===== src/sv/radix_digit_converter_defines.svh =====
// Assertion macros for the radix digit converter.
// Used by the RTL files that carry concurrent checks; needs clk and rst_n in scope.
`ifndef RADIX_DIGIT_CONVERTER_DEFINES_SVH
`define RADIX_DIGIT_CONVERTER_DEFINES_SVH
`ifndef SYNTH
`define RDC_ASSERT(lbl, prop, msg) \
    lbl: assert property (@(posedge clk) disable iff (!rst_n) prop) else $error(msg);
`define RDC_ASSERT_ALWAYS(lbl, prop, msg) \
    lbl: assert property (@(posedge clk) prop) else $error(msg);
`else
`define RDC_ASSERT(lbl, prop, msg)
`define RDC_ASSERT_ALWAYS(lbl, prop, msg)
`endif
`endif


===== src/sv/rdc_pkg.sv =====
// Shared constants and control/status types for the radix digit converter.
// No dependencies; imported by the controller, the datapath and the top level.
`default_nettype none
package rdc_pkg;
    localparam int VALUE_BITS = 32;
    localparam int STEP_BITS  = 8;
    localparam int DIV_CYCLES = (VALUE_BITS + STEP_BITS - 1) / STEP_BITS;
    localparam int PAD_BITS   = DIV_CYCLES * STEP_BITS;
    localparam int DIV_CNT_W  = (DIV_CYCLES > 1) ? $clog2(DIV_CYCLES) : 1;
    localparam int CNT_W      = $clog2(VALUE_BITS + 1);
    localparam int ADDR_W     = $clog2(VALUE_BITS);
    localparam int IN_VALUE_W = 32;
    localparam int BASE_W     = 6;
    localparam int DIGIT_W    = 6;
    localparam int S_DATA_W   = 40;
    localparam int M_DATA_W   = 8;

    localparam logic [BASE_W-1:0] MIN_BASE = BASE_W'(2);
    localparam logic [BASE_W-1:0] MAX_BASE = BASE_W'(36);

    typedef struct packed {
        logic load;
        logic div_step;
        logic digit_wb;
        logic emit_load;
    } rdc_cmd_t;

    typedef struct packed {
        logic q_zero;
        logic cnt_last;
        logic out_free;
    } rdc_sts_t;
endpackage
`default_nettype wire


===== src/sv/rdc_ctrl.sv =====
// Controller of the radix digit converter: sequences division, write-back and readout.
// Depends on rdc_pkg for the command and status types.
`default_nettype none
module rdc_ctrl
    import rdc_pkg::*;
(
    input  wire logic     clk,
    input  wire logic     rst_n,
    input  wire logic     s_tvalid,
    output logic          s_tready,
    input  rdc_sts_t      sts,
    output rdc_cmd_t      cmd
);
    localparam logic [2:0] ST_IDLE = 3'd0;
    localparam logic [2:0] ST_DIV  = 3'd1;
    localparam logic [2:0] ST_WB   = 3'd2;
    localparam logic [2:0] ST_READ = 3'd3;
    localparam logic [2:0] ST_LOAD = 3'd4;

    logic [2:0]           state_reg, state_next;
    logic [DIV_CNT_W-1:0] step_reg, step_next;

    always_comb
    begin
        state_next = state_reg;
        step_next  = step_reg;
        cmd        = '0;
        s_tready   = 1'b0;
        case (state_reg)
            ST_IDLE:
            begin
                s_tready = 1'b1;
                if (s_tvalid)
                begin
                    cmd.load   = 1'b1;
                    step_next  = '0;
                    state_next = ST_DIV;
                end
            end
            ST_DIV:
            begin
                cmd.div_step = 1'b1;
                if (step_reg == DIV_CNT_W'(DIV_CYCLES - 1))
                begin
                    state_next = ST_WB;
                end
                else
                begin
                    step_next = step_reg + 1'b1;
                end
            end
            ST_WB:
            begin
                cmd.digit_wb = 1'b1;
                step_next    = '0;
                // The quotient is complete here, so zero means this was the top digit.
                state_next   = sts.q_zero ? ST_READ : ST_DIV;
            end
            ST_READ:
            begin
                state_next = ST_LOAD;
            end
            ST_LOAD:
            begin
                if (sts.out_free)
                begin
                    cmd.emit_load = 1'b1;
                    state_next    = sts.cnt_last ? ST_IDLE : ST_READ;
                end
            end
            default:
            begin
                state_next = ST_IDLE;
            end
        endcase
    end

    always_ff @(posedge clk or negedge rst_n)
    begin
        if (!rst_n)
        begin
            state_reg <= ST_IDLE;
            step_reg  <= '0;
        end
        else
        begin
            state_reg <= state_next;
            step_reg  <= step_next;
        end
    end
endmodule
`default_nettype wire


===== src/sv/rdc_datapath.sv =====
// Datapath of the radix digit converter: restoring divider, digit memory, output register.
// Depends on rdc_pkg and on the assertion macros in radix_digit_converter_defines.svh.
`default_nettype none
`include "radix_digit_converter_defines.svh"
module rdc_datapath
    import rdc_pkg::*;
(
    input  wire logic                  clk,
    input  wire logic                  rst_n,
    input  wire logic [IN_VALUE_W-1:0] value,
    input  wire logic [BASE_W-1:0]     base,
    input  rdc_cmd_t                   cmd,
    output rdc_sts_t                   sts,
    input  wire logic                  m_tready,
    output logic                       m_tvalid,
    output logic [DIGIT_W-1:0]         digit,
    output logic                       last_digit
);
    logic [PAD_BITS-1:0]  q_reg, q_next;
    logic [BASE_W-1:0]    rem_reg, rem_next;
    logic [BASE_W-1:0]    base_reg, base_clamped;
    logic [CNT_W-1:0]     cnt_reg;
    logic [DIGIT_W-1:0]   mem [VALUE_BITS];
    logic [DIGIT_W-1:0]   rd_data_reg;
    logic [ADDR_W-1:0]    rd_addr;
    logic [PAD_BITS-1:0]  value_ext;
    logic [STEP_BITS-1:0] qbits;
    logic                 out_valid_reg;
    logic [DIGIT_W-1:0]   out_digit_reg;
    logic                 out_last_reg;

    always_comb
    begin
        value_ext = PAD_BITS'(value);
        for (int i = 0; i < PAD_BITS; i++)
        begin
            if (i >= VALUE_BITS)
            begin
                value_ext[i] = 1'b0;
            end
        end
    end

    always_comb
    begin
        if (base < MIN_BASE)
        begin
            base_clamped = MIN_BASE;
        end
        else if (base > MAX_BASE)
        begin
            base_clamped = MAX_BASE;
        end
        else
        begin
            base_clamped = base;
        end
    end

    // Restoring division, STEP_BITS quotient bits per cycle, remainder stays below the base.
    always_comb
    begin
        logic [BASE_W:0] trial;
        rem_next = rem_reg;
        qbits    = '0;
        for (int i = 0; i < STEP_BITS; i++)
        begin
            trial = {rem_next, q_reg[PAD_BITS-1-i]};
            if (trial >= {1'b0, base_reg})
            begin
                qbits[STEP_BITS-1-i] = 1'b1;
                rem_next = BASE_W'(trial - {1'b0, base_reg});
            end
            else
            begin
                rem_next = trial[BASE_W-1:0];
            end
        end
        q_next = (q_reg << STEP_BITS) | PAD_BITS'(qbits);
    end

    always_ff @(posedge clk)
    begin
        if (cmd.load)
        begin
            q_reg    <= value_ext;
            rem_reg  <= '0;
            base_reg <= base_clamped;
        end
        else if (cmd.div_step)
        begin
            q_reg   <= q_next;
            rem_reg <= rem_next;
        end
        else if (cmd.digit_wb)
        begin
            rem_reg <= '0;
        end
    end

    always_ff @(posedge clk or negedge rst_n)
    begin
        if (!rst_n)
        begin
            cnt_reg <= '0;
        end
        else if (cmd.load)
        begin
            cnt_reg <= '0;
        end
        else if (cmd.digit_wb)
        begin
            cnt_reg <= cnt_reg + 1'b1;
        end
        else if (cmd.emit_load)
        begin
            cnt_reg <= cnt_reg - 1'b1;
        end
    end

    // Digits are stored least significant first and read back from the top down.
    assign rd_addr = ADDR_W'(cnt_reg - 1'b1);

    always_ff @(posedge clk)
    begin
        if (cmd.digit_wb)
        begin
            mem[cnt_reg[ADDR_W-1:0]] <= rem_reg;
        end
        rd_data_reg <= mem[rd_addr];
    end

    always_ff @(posedge clk or negedge rst_n)
    begin
        if (!rst_n)
        begin
            out_valid_reg <= 1'b0;
        end
        else if (cmd.emit_load)
        begin
            out_valid_reg <= 1'b1;
        end
        else if (m_tready)
        begin
            out_valid_reg <= 1'b0;
        end
    end

    always_ff @(posedge clk)
    begin
        if (cmd.emit_load)
        begin
            out_digit_reg <= rd_data_reg;
            out_last_reg  <= (cnt_reg == CNT_W'(1));
        end
    end

    assign sts.q_zero   = (q_reg == '0);
    assign sts.cnt_last = (cnt_reg == CNT_W'(1));
    assign sts.out_free = !out_valid_reg || m_tready;

    assign m_tvalid   = out_valid_reg;
    assign digit      = out_digit_reg;
    assign last_digit = out_last_reg;

    `RDC_ASSERT_ALWAYS(a_cnt_range, (!rst_n || cnt_reg <= CNT_W'(VALUE_BITS)), "digit count beyond store depth")
    `RDC_ASSERT(a_rem_below_base, cmd.div_step |-> (rem_reg < base_reg), "remainder not below base")
    `RDC_ASSERT(a_base_clamped, cmd.div_step |-> (base_reg >= MIN_BASE && base_reg <= MAX_BASE), "base out of range")
    `RDC_ASSERT(a_emit_nonempty, cmd.emit_load |-> (cnt_reg != '0 && sts.out_free), "emit with no digit or busy output")
endmodule
`default_nettype wire


===== src/sv/radix_digit_converter.sv =====
// Top level of the radix digit converter: stream ports, controller and datapath.
// Depends on rdc_pkg, rdc_ctrl and rdc_datapath.
//
// Channel   Direction  Payload
// s_*       in         value [31:0], base [37:32]
// m_*       out        digit [5:0], last_digit on tlast
//
// An item is accepted and divided into up to 32 digits, each produced by an
// 8-bit-per-cycle restoring divider plus a memory write-back; each digit is then
// read from the digit memory and loaded into the output register.
// Reset is asynchronous and clears the controller, the digit count and the output valid.
// A stalled output only holds the readout; the last digit may wait in the output register
// while the next item is accepted and divided.
`default_nettype none
module radix_digit_converter
    import rdc_pkg::*;
(
    input  wire logic                clk,
    input  wire logic                rst_n,
    input  wire logic                s_tvalid,
    output logic                     s_tready,
    input  wire logic [S_DATA_W-1:0] s_tdata,   // value [31:0], base [37:32], zero pad
    output logic                     m_tvalid,
    input  wire logic                m_tready,
    output logic [M_DATA_W-1:0]      m_tdata,   // digit [5:0], zero pad
    output logic                     m_tlast
);
    rdc_cmd_t           cmd;
    rdc_sts_t           sts;
    logic [DIGIT_W-1:0] digit;

    rdc_ctrl u_ctrl (
        .clk      (clk),
        .rst_n    (rst_n),
        .s_tvalid (s_tvalid),
        .s_tready (s_tready),
        .sts      (sts),
        .cmd      (cmd)
    );

    rdc_datapath u_datapath (
        .clk        (clk),
        .rst_n      (rst_n),
        .value      (s_tdata[IN_VALUE_W-1:0]),
        .base       (s_tdata[IN_VALUE_W +: BASE_W]),
        .cmd        (cmd),
        .sts        (sts),
        .m_tready   (m_tready),
        .m_tvalid   (m_tvalid),
        .digit      (digit),
        .last_digit (m_tlast)
    );

    assign m_tdata = M_DATA_W'(digit);
endmodule
`default_nettype wire

===== config.mk =====
export PLATFORM = sky130hd
export DESIGN_NAME = radix_digit_converter
export DESIGN_NICKNAME = d
export VERILOG_FILES = /design/src/sv/rdc_pkg.sv /design/src/sv/rdc_ctrl.sv /design/src/sv/rdc_datapath.sv /design/src/sv/radix_digit_converter.sv
export VERILOG_INCLUDE_DIRS = /design/src /design/src/sv
export SDC_FILE = /design/constraint.sdc
export NUM_CORES = 1
export LEC_CHECK = 0
export ABC_AREA = 1
export BUFFER_PORTS_ARGS = -buffer_cell sky130_fd_sc_hd__buf_2
export CORE_AREA = 2 2 230 175
export DETAILED_ROUTE_END_ITERATION = 12
export DIE_AREA = 0 0 232 177
export PLACE_DENSITY = 0.53
export SYNTH_ARGS = -nofsm -noshare
export SYNTH_HDL_FRONTEND = slang
export SYNTH_SLANG_ARGS = --single-unit

===== constraint.sdc =====
create_clock -name clk -period 12.64 [get_ports clk]
set_input_delay 0.632 -clock clk [delete_from_list [all_inputs] [get_ports clk]]
set_output_delay 0.632 -clock clk [all_outputs]
set_load 0.05 [all_outputs]

==> results of run 1 <==
cell usage in the layout, fill, tap and decap left out, types with 20 or more instances in the layout:
cell	synthesis	routed
sky130_fd_sc_hd__edfxtp_1	237	237
sky130_fd_sc_hd__nand2_1	236	229
sky130_fd_sc_hd__nor2_1	190	186
sky130_fd_sc_hd__inv_1	109	107
sky130_fd_sc_hd__o21ai_0	93	85
sky130_fd_sc_hd__buf_4	4	63
sky130_fd_sc_hd__nand3_1	56	53
sky130_fd_sc_hd__buf_2	1	50
sky130_fd_sc_hd__ha_1	54	41
sky130_fd_sc_hd__o32ai_1	29	29
sky130_fd_sc_hd__clkbuf_16	0	27
sky130_fd_sc_hd__a21oi_1	36	25
sky130_fd_sc_hd__xor2_1	21	21
sky130_fd_sc_hd__mux2i_1	20	20
area by class of cell:
type | instances | area, um2 | area share, %
Multi-Input combinational cell | 892 | 5500 | 34.8
Antenna cell | 1 | 2.50 | 0.0159
Inverter | 115 | 432 | 2.73
Tap cell | 520 | 651 | 4.12
Sequential cell | 261 | 7660 | 48.5
Clock inverter | 13 | 71.3 | 0.452
Timing Repair Buffer | 115 | 744 | 4.72
Clock buffer | 36 | 729 | 4.62
synthesized netlist by cell type, types with 2 or more instances:
| master | instances |
|---|---|
| sky130_fd_sc_hd__edfxtp_1 | 237 |
| sky130_fd_sc_hd__nand2_1 | 236 |
| sky130_fd_sc_hd__nor2_1 | 190 |
| sky130_fd_sc_hd__inv_1 | 109 |
| sky130_fd_sc_hd__o21ai_0 | 93 |
| sky130_fd_sc_hd__nand3_1 | 56 |
| sky130_fd_sc_hd__ha_1 | 54 |
| sky130_fd_sc_hd__clkbuf_1 | 43 |
| sky130_fd_sc_hd__a21oi_1 | 36 |
| sky130_fd_sc_hd__o32ai_1 | 29 |
| sky130_fd_sc_hd__xor2_1 | 21 |
| sky130_fd_sc_hd__mux2i_1 | 20 |
| sky130_fd_sc_hd__o221ai_1 | 19 |
| sky130_fd_sc_hd__o211ai_1 | 17 |
| sky130_fd_sc_hd__a31oi_1 | 16 |
| sky130_fd_sc_hd__dfrtp_1 | 12 |
| sky130_fd_sc_hd__dfxtp_1 | 12 |
| sky130_fd_sc_hd__nand4_1 | 10 |
| sky130_fd_sc_hd__xnor2_1 | 10 |
| sky130_fd_sc_hd__fa_1 | 8 |
| sky130_fd_sc_hd__nor3_1 | 8 |
| sky130_fd_sc_hd__nor4_1 | 8 |
| sky130_fd_sc_hd__nand2_2 | 7 |
| sky130_fd_sc_hd__buf_1 | 6 |
| sky130_fd_sc_hd__nand3_2 | 6 |
| sky130_fd_sc_hd__nor2_4 | 6 |
| sky130_fd_sc_hd__o21a_1 | 6 |
| sky130_fd_sc_hd__inv_2 | 5 |
| sky130_fd_sc_hd__buf_4 | 4 |
| sky130_fd_sc_hd__nand2_4 | 4 |
| sky130_fd_sc_hd__nand3_4 | 4 |
| sky130_fd_sc_hd__nor2_2 | 3 |
| sky130_fd_sc_hd__o21ai_1 | 3 |
| sky130_fd_sc_hd__o22ai_1 | 3 |
| sky130_fd_sc_hd__or2_2 | 3 |
| sky130_fd_sc_hd__a21o_1 | 2 |
| sky130_fd_sc_hd__o41ai_1 | 2 |
stage by stage:
step	TNS (ns)	std cells	utilization, %	area [um2]	hold WS, ns
after floorplan	0	1321	-	13500	0.336
after global placement	-0.633	1884	37.2	14500	0.388
after detailed placement	-1.32	1884	37.2	14500	0.389
after CTS	0	1934	39.3	15300	0.274
after global routing	-0.389	1952	40.5	15800	0.279
final	0	1953	40.5	15800	0.297
timing repair:
| action | in CTS | in global routing |
|---|---|---|
| buffers inserted | 0 | 17 |
| resized for setup | 6 | 65 |
| hold endpoints to repair | 12 | 0 |
| setup endpoints to repair | 7 | 7 |
| cloned | 0 | 1 |
| pin swaps | 0 | 26 |
| hold buffers | 1 | 0 |
worst reg2reg max path, delay by kind of cell, from the launching register on:
family | cells | cell delay [ns]
adder cells (fa/ha/maj) | 8 | 2.28
AO/OA/AOI/OAI | 30 | 4.60
buffers and inverters | 11 | 0.91
flip-flops | 1 | 0.36
AND/OR/NAND/NOR | 35 | 3.58
metal layers:
| layer | part of all wire [%] | GRT usage, % | up-vias | routed length (um) |
|---|---|---|---|---|
| met1 | 51 | 26.5 | 4830 | 17800 |
| met4 | 1.4 | 2.99 | 0 | 493 |
| met5 | 0 | 0 | - | 0 |
| met2 | 42 | 25.0 | 243 | 14800 |
| li1 | - | - | 4828 | - |
| met3 | 5.1 | 2.38 | 39 | 1770 |
final timing paths:
| check | endpoint | slack [ns] | from | cells past startpoint |
|---|---|---|---|---|
| min reg2reg | u_datapath.digit[2]$_DFFE_PP_ | 0.40 | u_datapath.rd_data_reg[2]$_DFF_P_ | 0 |
| min | u_datapath.base_reg[5]$_SDFFCE_PP0P_ | 0.30 | s_tdata[37] | 1 |
| min in group asynchronous | u_datapath.cnt_reg[4]$_DFFE_PN0P_ | 0.49 | rst_n | 2 |
| max | u_datapath.rem_reg[5]$_SDFFE_PP0P_ | 0.83 | u_datapath.base_reg[4]$_SDFFCE_PP0P_ | 84 |
| max reg2reg | u_datapath.rem_reg[5]$_SDFFE_PP0P_ | 0.83 | u_datapath.base_reg[4]$_SDFFCE_PP0P_ | 84 |
| max in group asynchronous | u_datapath.cnt_reg[0]$_DFFE_PN0P_ | 11.85 | rst_n | 2 |
cells by family after synthesis:
family / Yosys count / share of synthesized area [%]
compound gates: 232 / 10.8
flops: 261 / 56.9
buf+inv: 169 / 4.84
simple gates: 544 / 17.7
mux: 20 / 1.49
fa+ha+maj: 62 / 6.21
other cells: 1 / 0.0279
xor+xnor: 31 / 2.02
==> results.rst, run 1 <==
.. list-table::
   :header-rows: 1

   * - Metric
     - Value
   * - Grt total ovfl
     - 0
   * - Number of DRC violations after detailed routing
     - 0
   * - Total track usage
     - 16.9%
   * - Total of warnings raised by yosys
     - 0
   * - Number of core rows
     - 63
   * - Final setup skew
     - 0.0286 ns
   * - Clock net sink count
     - 261
   * - Transition time at the pin with the least slew margin
     - 0.968 ns
   * - Post-Place Setup Slack
     - -0.214 ns
   * - Remaining max-slew budget at the tightest pin
     - 35.0%
   * - Number of antenna violations at the first check in global routing
     - 1
   * - Synthesized instance count
     - 1,320
   * - Achievable frequency
     - 0.0847 GHz
   * - Max-cap violation count
     - 0
   * - Area share of the leading cell type in the synthesized netlist
     - 52.9%
   * - Max FO, Critical Path
     - 7
   * - Share of final-layout standard cells stronger than drive strength 1
     - 17.0%
   * - Area added between synthesis and finish
     - 17.4%
   * - Arrival time at the worst endpoint
     - 12.28 ns
   * - DR vias
     - 9,940
   * - Horizontal die dimension
     - 232 um
   * - Area enclosed by the die boundary
     - 0.0411 mm2
   * - Required time at the worst-slack endpoint
     - 13.11 ns
   * - Weighted congestion at the end of routability-driven global placement
     - 0.869
   * - Vertical die dimension
     - 177 um
   * - Insertion delay to the later sink of the worst-skew pair
     - 0.56 ns
   * - Remaining antenna violation count after routing
     - 0
   * - Crit path top cell by count
     - sky130_fd_sc_hd__nand2_1
   * - Slowest stage cell on the critical path
     - sky130_fd_sc_hd__edfxtp_1
   * - Ports placed on the boundary
     - 55
   * - Total CTS buffers
     - 27
   * - Port-buffer cells
     - 50
   * - Worst setup margin
     - 0.833 ns
   * - Biggest area contributors in the synthesized netlist
     - sky130_fd_sc_hd__edfxtp_1 (53%), sky130_fd_sc_hd__nand2_1 (6.6%), sky130_fd_sc_hd__nor2_1 (5.3%)
   * - Most area-hungry cell type in the Yosys netlist
     - sky130_fd_sc_hd__edfxtp_1
   * - Root buffer cell
     - sky130_fd_sc_hd__clkbuf_16
   * - Count of fill cells added during filler insertion
     - 3,817
   * - Type of the tightest min-delay check
     - in -> reg
   * - Most used flip-flop cell after synthesis
     - sky130_fd_sc_hd__edfxtp_1
   * - Register area share after synthesis
     - 56.9%
   * - Post-layout nets
     - 1,518
   * - Largest net degree at the start of global routing
     - 76
   * - Initial DRC count
     - 735
   * - Core ar.
     - 0.0390 mm2
   * - Crit path time final
     - 11.81 ns
   * - Detailed-routing iteration count for the pre-antenna-repair pass
     - 5
   * - Startpoint kind of the worst setup timing path
     - flop
   * - Yosys reg bits
     - 261
   * - Total Wirelength
     - 34,900 um
   * - Final setup fails
     - 0
   * - Clock tree from TritonCTS
     - yes
   * - Sort of element at the end of the critical path
     - flop
   * - Number of flops mapped to enable cells by yosys
     - 237
   * - Count of buffer and inverter cells on the critical path
     - 11
   * - Global-route wire length before repair
     - 53,600 um
   * - Cell type group with the largest total delay on the critical path
     - compound AO/OA/AOI/OAI gates
   * - Effective utilization at floorplan
     - 34.5%
   * - Count of endpoints failing hold in the final timing report
     - 0
   * - Async set-or-reset flop fraction in the synthesized netlist
     - 4.60%
   * - Max-slew violation total from the final report
     - 0
   * - Largest stage delay on the critical path
     - 0.36 ns
   * - Buffers from clock root to sink, at most
     - 3
   * - DP HPWL
     - 23,100 um
   * - Clock-pin slew on the worst setup and hold paths
     - 0.06 ns
   * - Cell area after technology mapping
     - 0.0135 mm2
   * - Via count normalized by instance count
     - 5.09
   * - Status
     - complete, no violations
   * - Critical path start-end classification
     - reg -> reg
   * - Via count of the first global-routing pass
     - 9,370
   * - Synth cell types
     - 49
   * - Period Utilization, post-route
     - 93.4%
   * - Max reg flops
     - 192
   * - H-Tree Level Count
     - 1
   * - Avg Cell Area, Syn
     - 10.2 um2
   * - Routed length per placed instance
     - 17.9 um
Power of run 1 is left out: the tool's default activity adds up to more than one toggle a clock period on the data nets, which glitch-free logic cannot reach.
==> run 2, diff against run 1 <==
CELL_PAD_IN_SITES_DETAIL_PLACEMENT = 1   (was unset)
CELL_PAD_IN_SITES_GLOBAL_PLACEMENT = 2   (was unset)
PLACE_DENSITY = 0.73   (was 0.53)
==> run 2 against run 1 <==
Compared with the run above: wire length is 10% higher; cell count up 0.97%; sequential cell count unchanged; sequential share of layout area fell by 0.83 points; global-route usage grew 1.8 points; die area did not move; non-clock buffer count grew 18; worst setup slack improved by 0.11 ns; register-to-register slack gained 0.11 ns; maximum frequency is 0.95% higher; hold slack got worse by 0.017 ns; critical path depth is 4 higher.
==> results.rst, run 2 (synthesis gave the netlist of run 1 again) <==
.. list-table::
   :header-rows: 1

   * - Metric
     - Value
   * - Period Utilization, post-route
     - 92.5% (-0.88 points)
   * - Vertical die dimension
     - 177 um (unchanged)
   * - Number of antenna violations at the first check in global routing
     - 0 (-1)
   * - Core ar.
     - 0.0390 mm2 (unchanged)
   * - Detailed-routing iteration count for the pre-antenna-repair pass
     - 4 (-1)
   * - Post-layout nets
     - 1,537 (+1.3%)
   * - Remaining max-slew budget at the tightest pin
     - 29.3% (-5.7 points)
   * - Largest stage delay on the critical path
     - 0.38 ns (+0.02 ns)
   * - Area enclosed by the die boundary
     - 0.0411 mm2 (unchanged)
   * - Area added between synthesis and finish
     - 19.4%
   * - Total CTS buffers
     - 28 (+3.7%)
   * - Cell type group with the largest total delay on the critical path
     - compound AO/OA/AOI/OAI gates
   * - Type of the tightest min-delay check
     - in -> reg
   * - Max FO, Critical Path
     - 7 (unchanged)
   * - Most frequent standard cell in the layout excluding fill and tap cells
     - sky130_fd_sc_hd__edfxtp_1
   * - Max-cap violation count
     - 0 (unchanged)
   * - Critical path start-end classification
     - reg -> reg
   * - Max-slew violation total from the final report
     - 0 (unchanged)
   * - Diode count
     - 0 (-1)
   * - Root buffer cell
     - sky130_fd_sc_hd__clkbuf_16
   * - DR vias
     - 10,000 (+0.84%)
   * - Final setup fails
     - 0 (unchanged)
   * - Status
     - complete, no violations
   * - Sort of element at the end of the critical path
     - flop
   * - Transition time at the pin with the least slew margin
     - 1.06 ns (+0.0886 ns)
   * - Number of DRC violations after detailed routing
     - 0 (unchanged)
   * - Worst setup margin
     - 0.944 ns (+0.111 ns)
   * - Count of buffer and inverter cells on the critical path
     - 17 (+6)
   * - Weighted congestion at the end of routability-driven global placement
     - 0.829 (-4.6%)
   * - Horizontal die dimension
     - 232 um (unchanged)
   * - Required time at the worst-slack endpoint
     - 13.11 ns (about the same)
   * - Arrival time at the worst endpoint
     - 12.16 ns (-0.12 ns)
   * - Ports placed on the boundary
     - 55 (unchanged)
   * - DP HPWL
     - 26,200 um (+13%)
   * - Largest net degree at the start of global routing
     - 98 (+29%)
   * - Final setup skew
     - 0.0125 ns (-0.0160 ns)
   * - Startpoint kind of the worst setup timing path
     - flop
   * - Via count normalized by instance count
     - 5.08 (-0.14%)
   * - Total Wirelength
     - 38,500 um (+10%)
   * - Effective utilization at floorplan
     - 34.5% (unchanged)
   * - Number of core rows
     - 63 (unchanged)
   * - Clock net sink count
     - 261 (unchanged)
   * - Clock-pin slew on the worst setup and hold paths
     - 0.06 ns (about the same)
   * - Remaining antenna violation count after routing
     - 0 (unchanged)
   * - Slowest stage cell on the critical path
     - sky130_fd_sc_hd__edfxtp_1
   * - Crit path time final
     - 11.70 ns (-0.111 ns)
   * - Via count of the first global-routing pass
     - 10,200 (+8.7%)
   * - Buffers from clock root to sink, at most
     - 3 (unchanged)
   * - Total track usage
     - 18.7% (+1.8 points)
   * - Commonest cells after routing, fill and taps aside
     - sky130_fd_sc_hd__edfxtp_1 (237), sky130_fd_sc_hd__nand2_1 (225), sky130_fd_sc_hd__nor2_1 (187)
   * - Share of final-layout standard cells stronger than drive strength 1
     - 19.6% (+2.6 points)
   * - Routed length per placed instance
     - 19.5 um (+9.4%)
   * - Achievable frequency
     - 0.0855 GHz (+0.95%)
   * - Insertion delay to the later sink of the worst-skew pair
     - 0.54 ns (-0.02 ns)
   * - Post-Place Setup Slack
     - -0.380 ns (-0.167 ns)
   * - H-Tree Level Count
     - 1 (unchanged)
   * - Global-route wire length before repair
     - 59,100 um (+10%)
   * - Count of endpoints failing hold in the final timing report
     - 0 (unchanged)
   * - Port-buffer cells
     - 50 (unchanged)
   * - Clock tree from TritonCTS
     - yes
   * - Initial DRC count
     - 609 (-17%)
   * - Crit path top cell by count
     - sky130_fd_sc_hd__nand2_1
   * - Grt total ovfl
     - 0 (unchanged)
   * - Max reg flops
     - 192 (unchanged)
-- run 2: cell types whose count changed in the layout (fill, tap and decap cells not counted), moves of 4 or more --
| cell | change |
|---|---|
| sky130_fd_sc_hd__clkinv_1 | -5 |
| sky130_fd_sc_hd__inv_1 | -8 |
| sky130_fd_sc_hd__inv_2 | +8 |
| sky130_fd_sc_hd__nand2_1 | -4 |
| sky130_fd_sc_hd__clkinv_2 | +7 |
| sky130_fd_sc_hd__buf_4 | +17 |
-- run 2: metrics by stage --
step	hold WS (ns)	utilization, %	setup TNS [ns]	cells	area, um2
floorplan	0.336	-	0	1321	13500
global placement	0.389	37.6	0	1905	14700
detailed placement	0.391	37.6	-2.61	1905	14700
CTS	0.254	40.0	0	1958	15600
global route	0.268	41.2	-0.566	1972	16100
finish	0.279	41.2	0	1972	16100
-- run 2: metal layers --
metal  vias up  routed length, um  track usage [%]
met5         -                  0                0
met4         0                422             2.80
met3        35               1480             2.26
met2       164              16200             28.2
met1      4963              20400             29.2
li1       4861                  -                -
-- run 2: path summary, 6_finish.rpt --
kind,startpoint,to,slack (ns),cells past startpoint
max,u_datapath.base_reg[5]$_SDFFCE_PP0P_,u_datapath.rem_reg[3]$_SDFFE_PP0P_,0.94,88
min,s_tdata[37],u_datapath.base_reg[5]$_SDFFCE_PP0P_,0.28,1
max reg2reg,u_datapath.base_reg[5]$_SDFFCE_PP0P_,u_datapath.rem_reg[3]$_SDFFE_PP0P_,0.94,88
min reg2reg,u_datapath.rd_data_reg[3]$_DFF_P_,u_datapath.digit[3]$_DFFE_PP_,0.40,0
max in group asynchronous,rst_n,u_datapath.cnt_reg[0]$_DFFE_PN0P_,11.88,2
min in group asynchronous,rst_n,u_datapath.cnt_reg[3]$_DFFE_PN0P_,0.50,2
-- run 2: worst register-to-register path: cells and delay by family, from the launching register on --
family          cells  cell delay (ns)
fa+ha+maj           8             2.04
simple gates       37             3.45
flops               1             0.38
compound gates     26             4.05
buf+inv            17             1.71
-- run 2: timing repair --
| item | in CTS | in global routing |
|---|---|---|
| setup buffers | 1 | 13 |
| hold buffers | 1 | 0 |
| gates resized for setup | 9 | 80 |
| gates cloned | 0 | 1 |
| setup endpoints to repair | 7 | 7 |
| endpoints found under the hold margin | 12 | 0 |
| pin swaps | 1 | 33 |
-- run 2: layout make-up --
type / instances / area, um2
clock buffer: 36 / 782
multi-input combinational: 892 / 5540
clock inverter: 15 / 119
tap: 520 / 651
inverter: 115 / 432
fill: 4359 / 23000
sequential: 261 / 7660
timing repair buffer: 133 / 883
Power of run 2 is left out for the same reason.
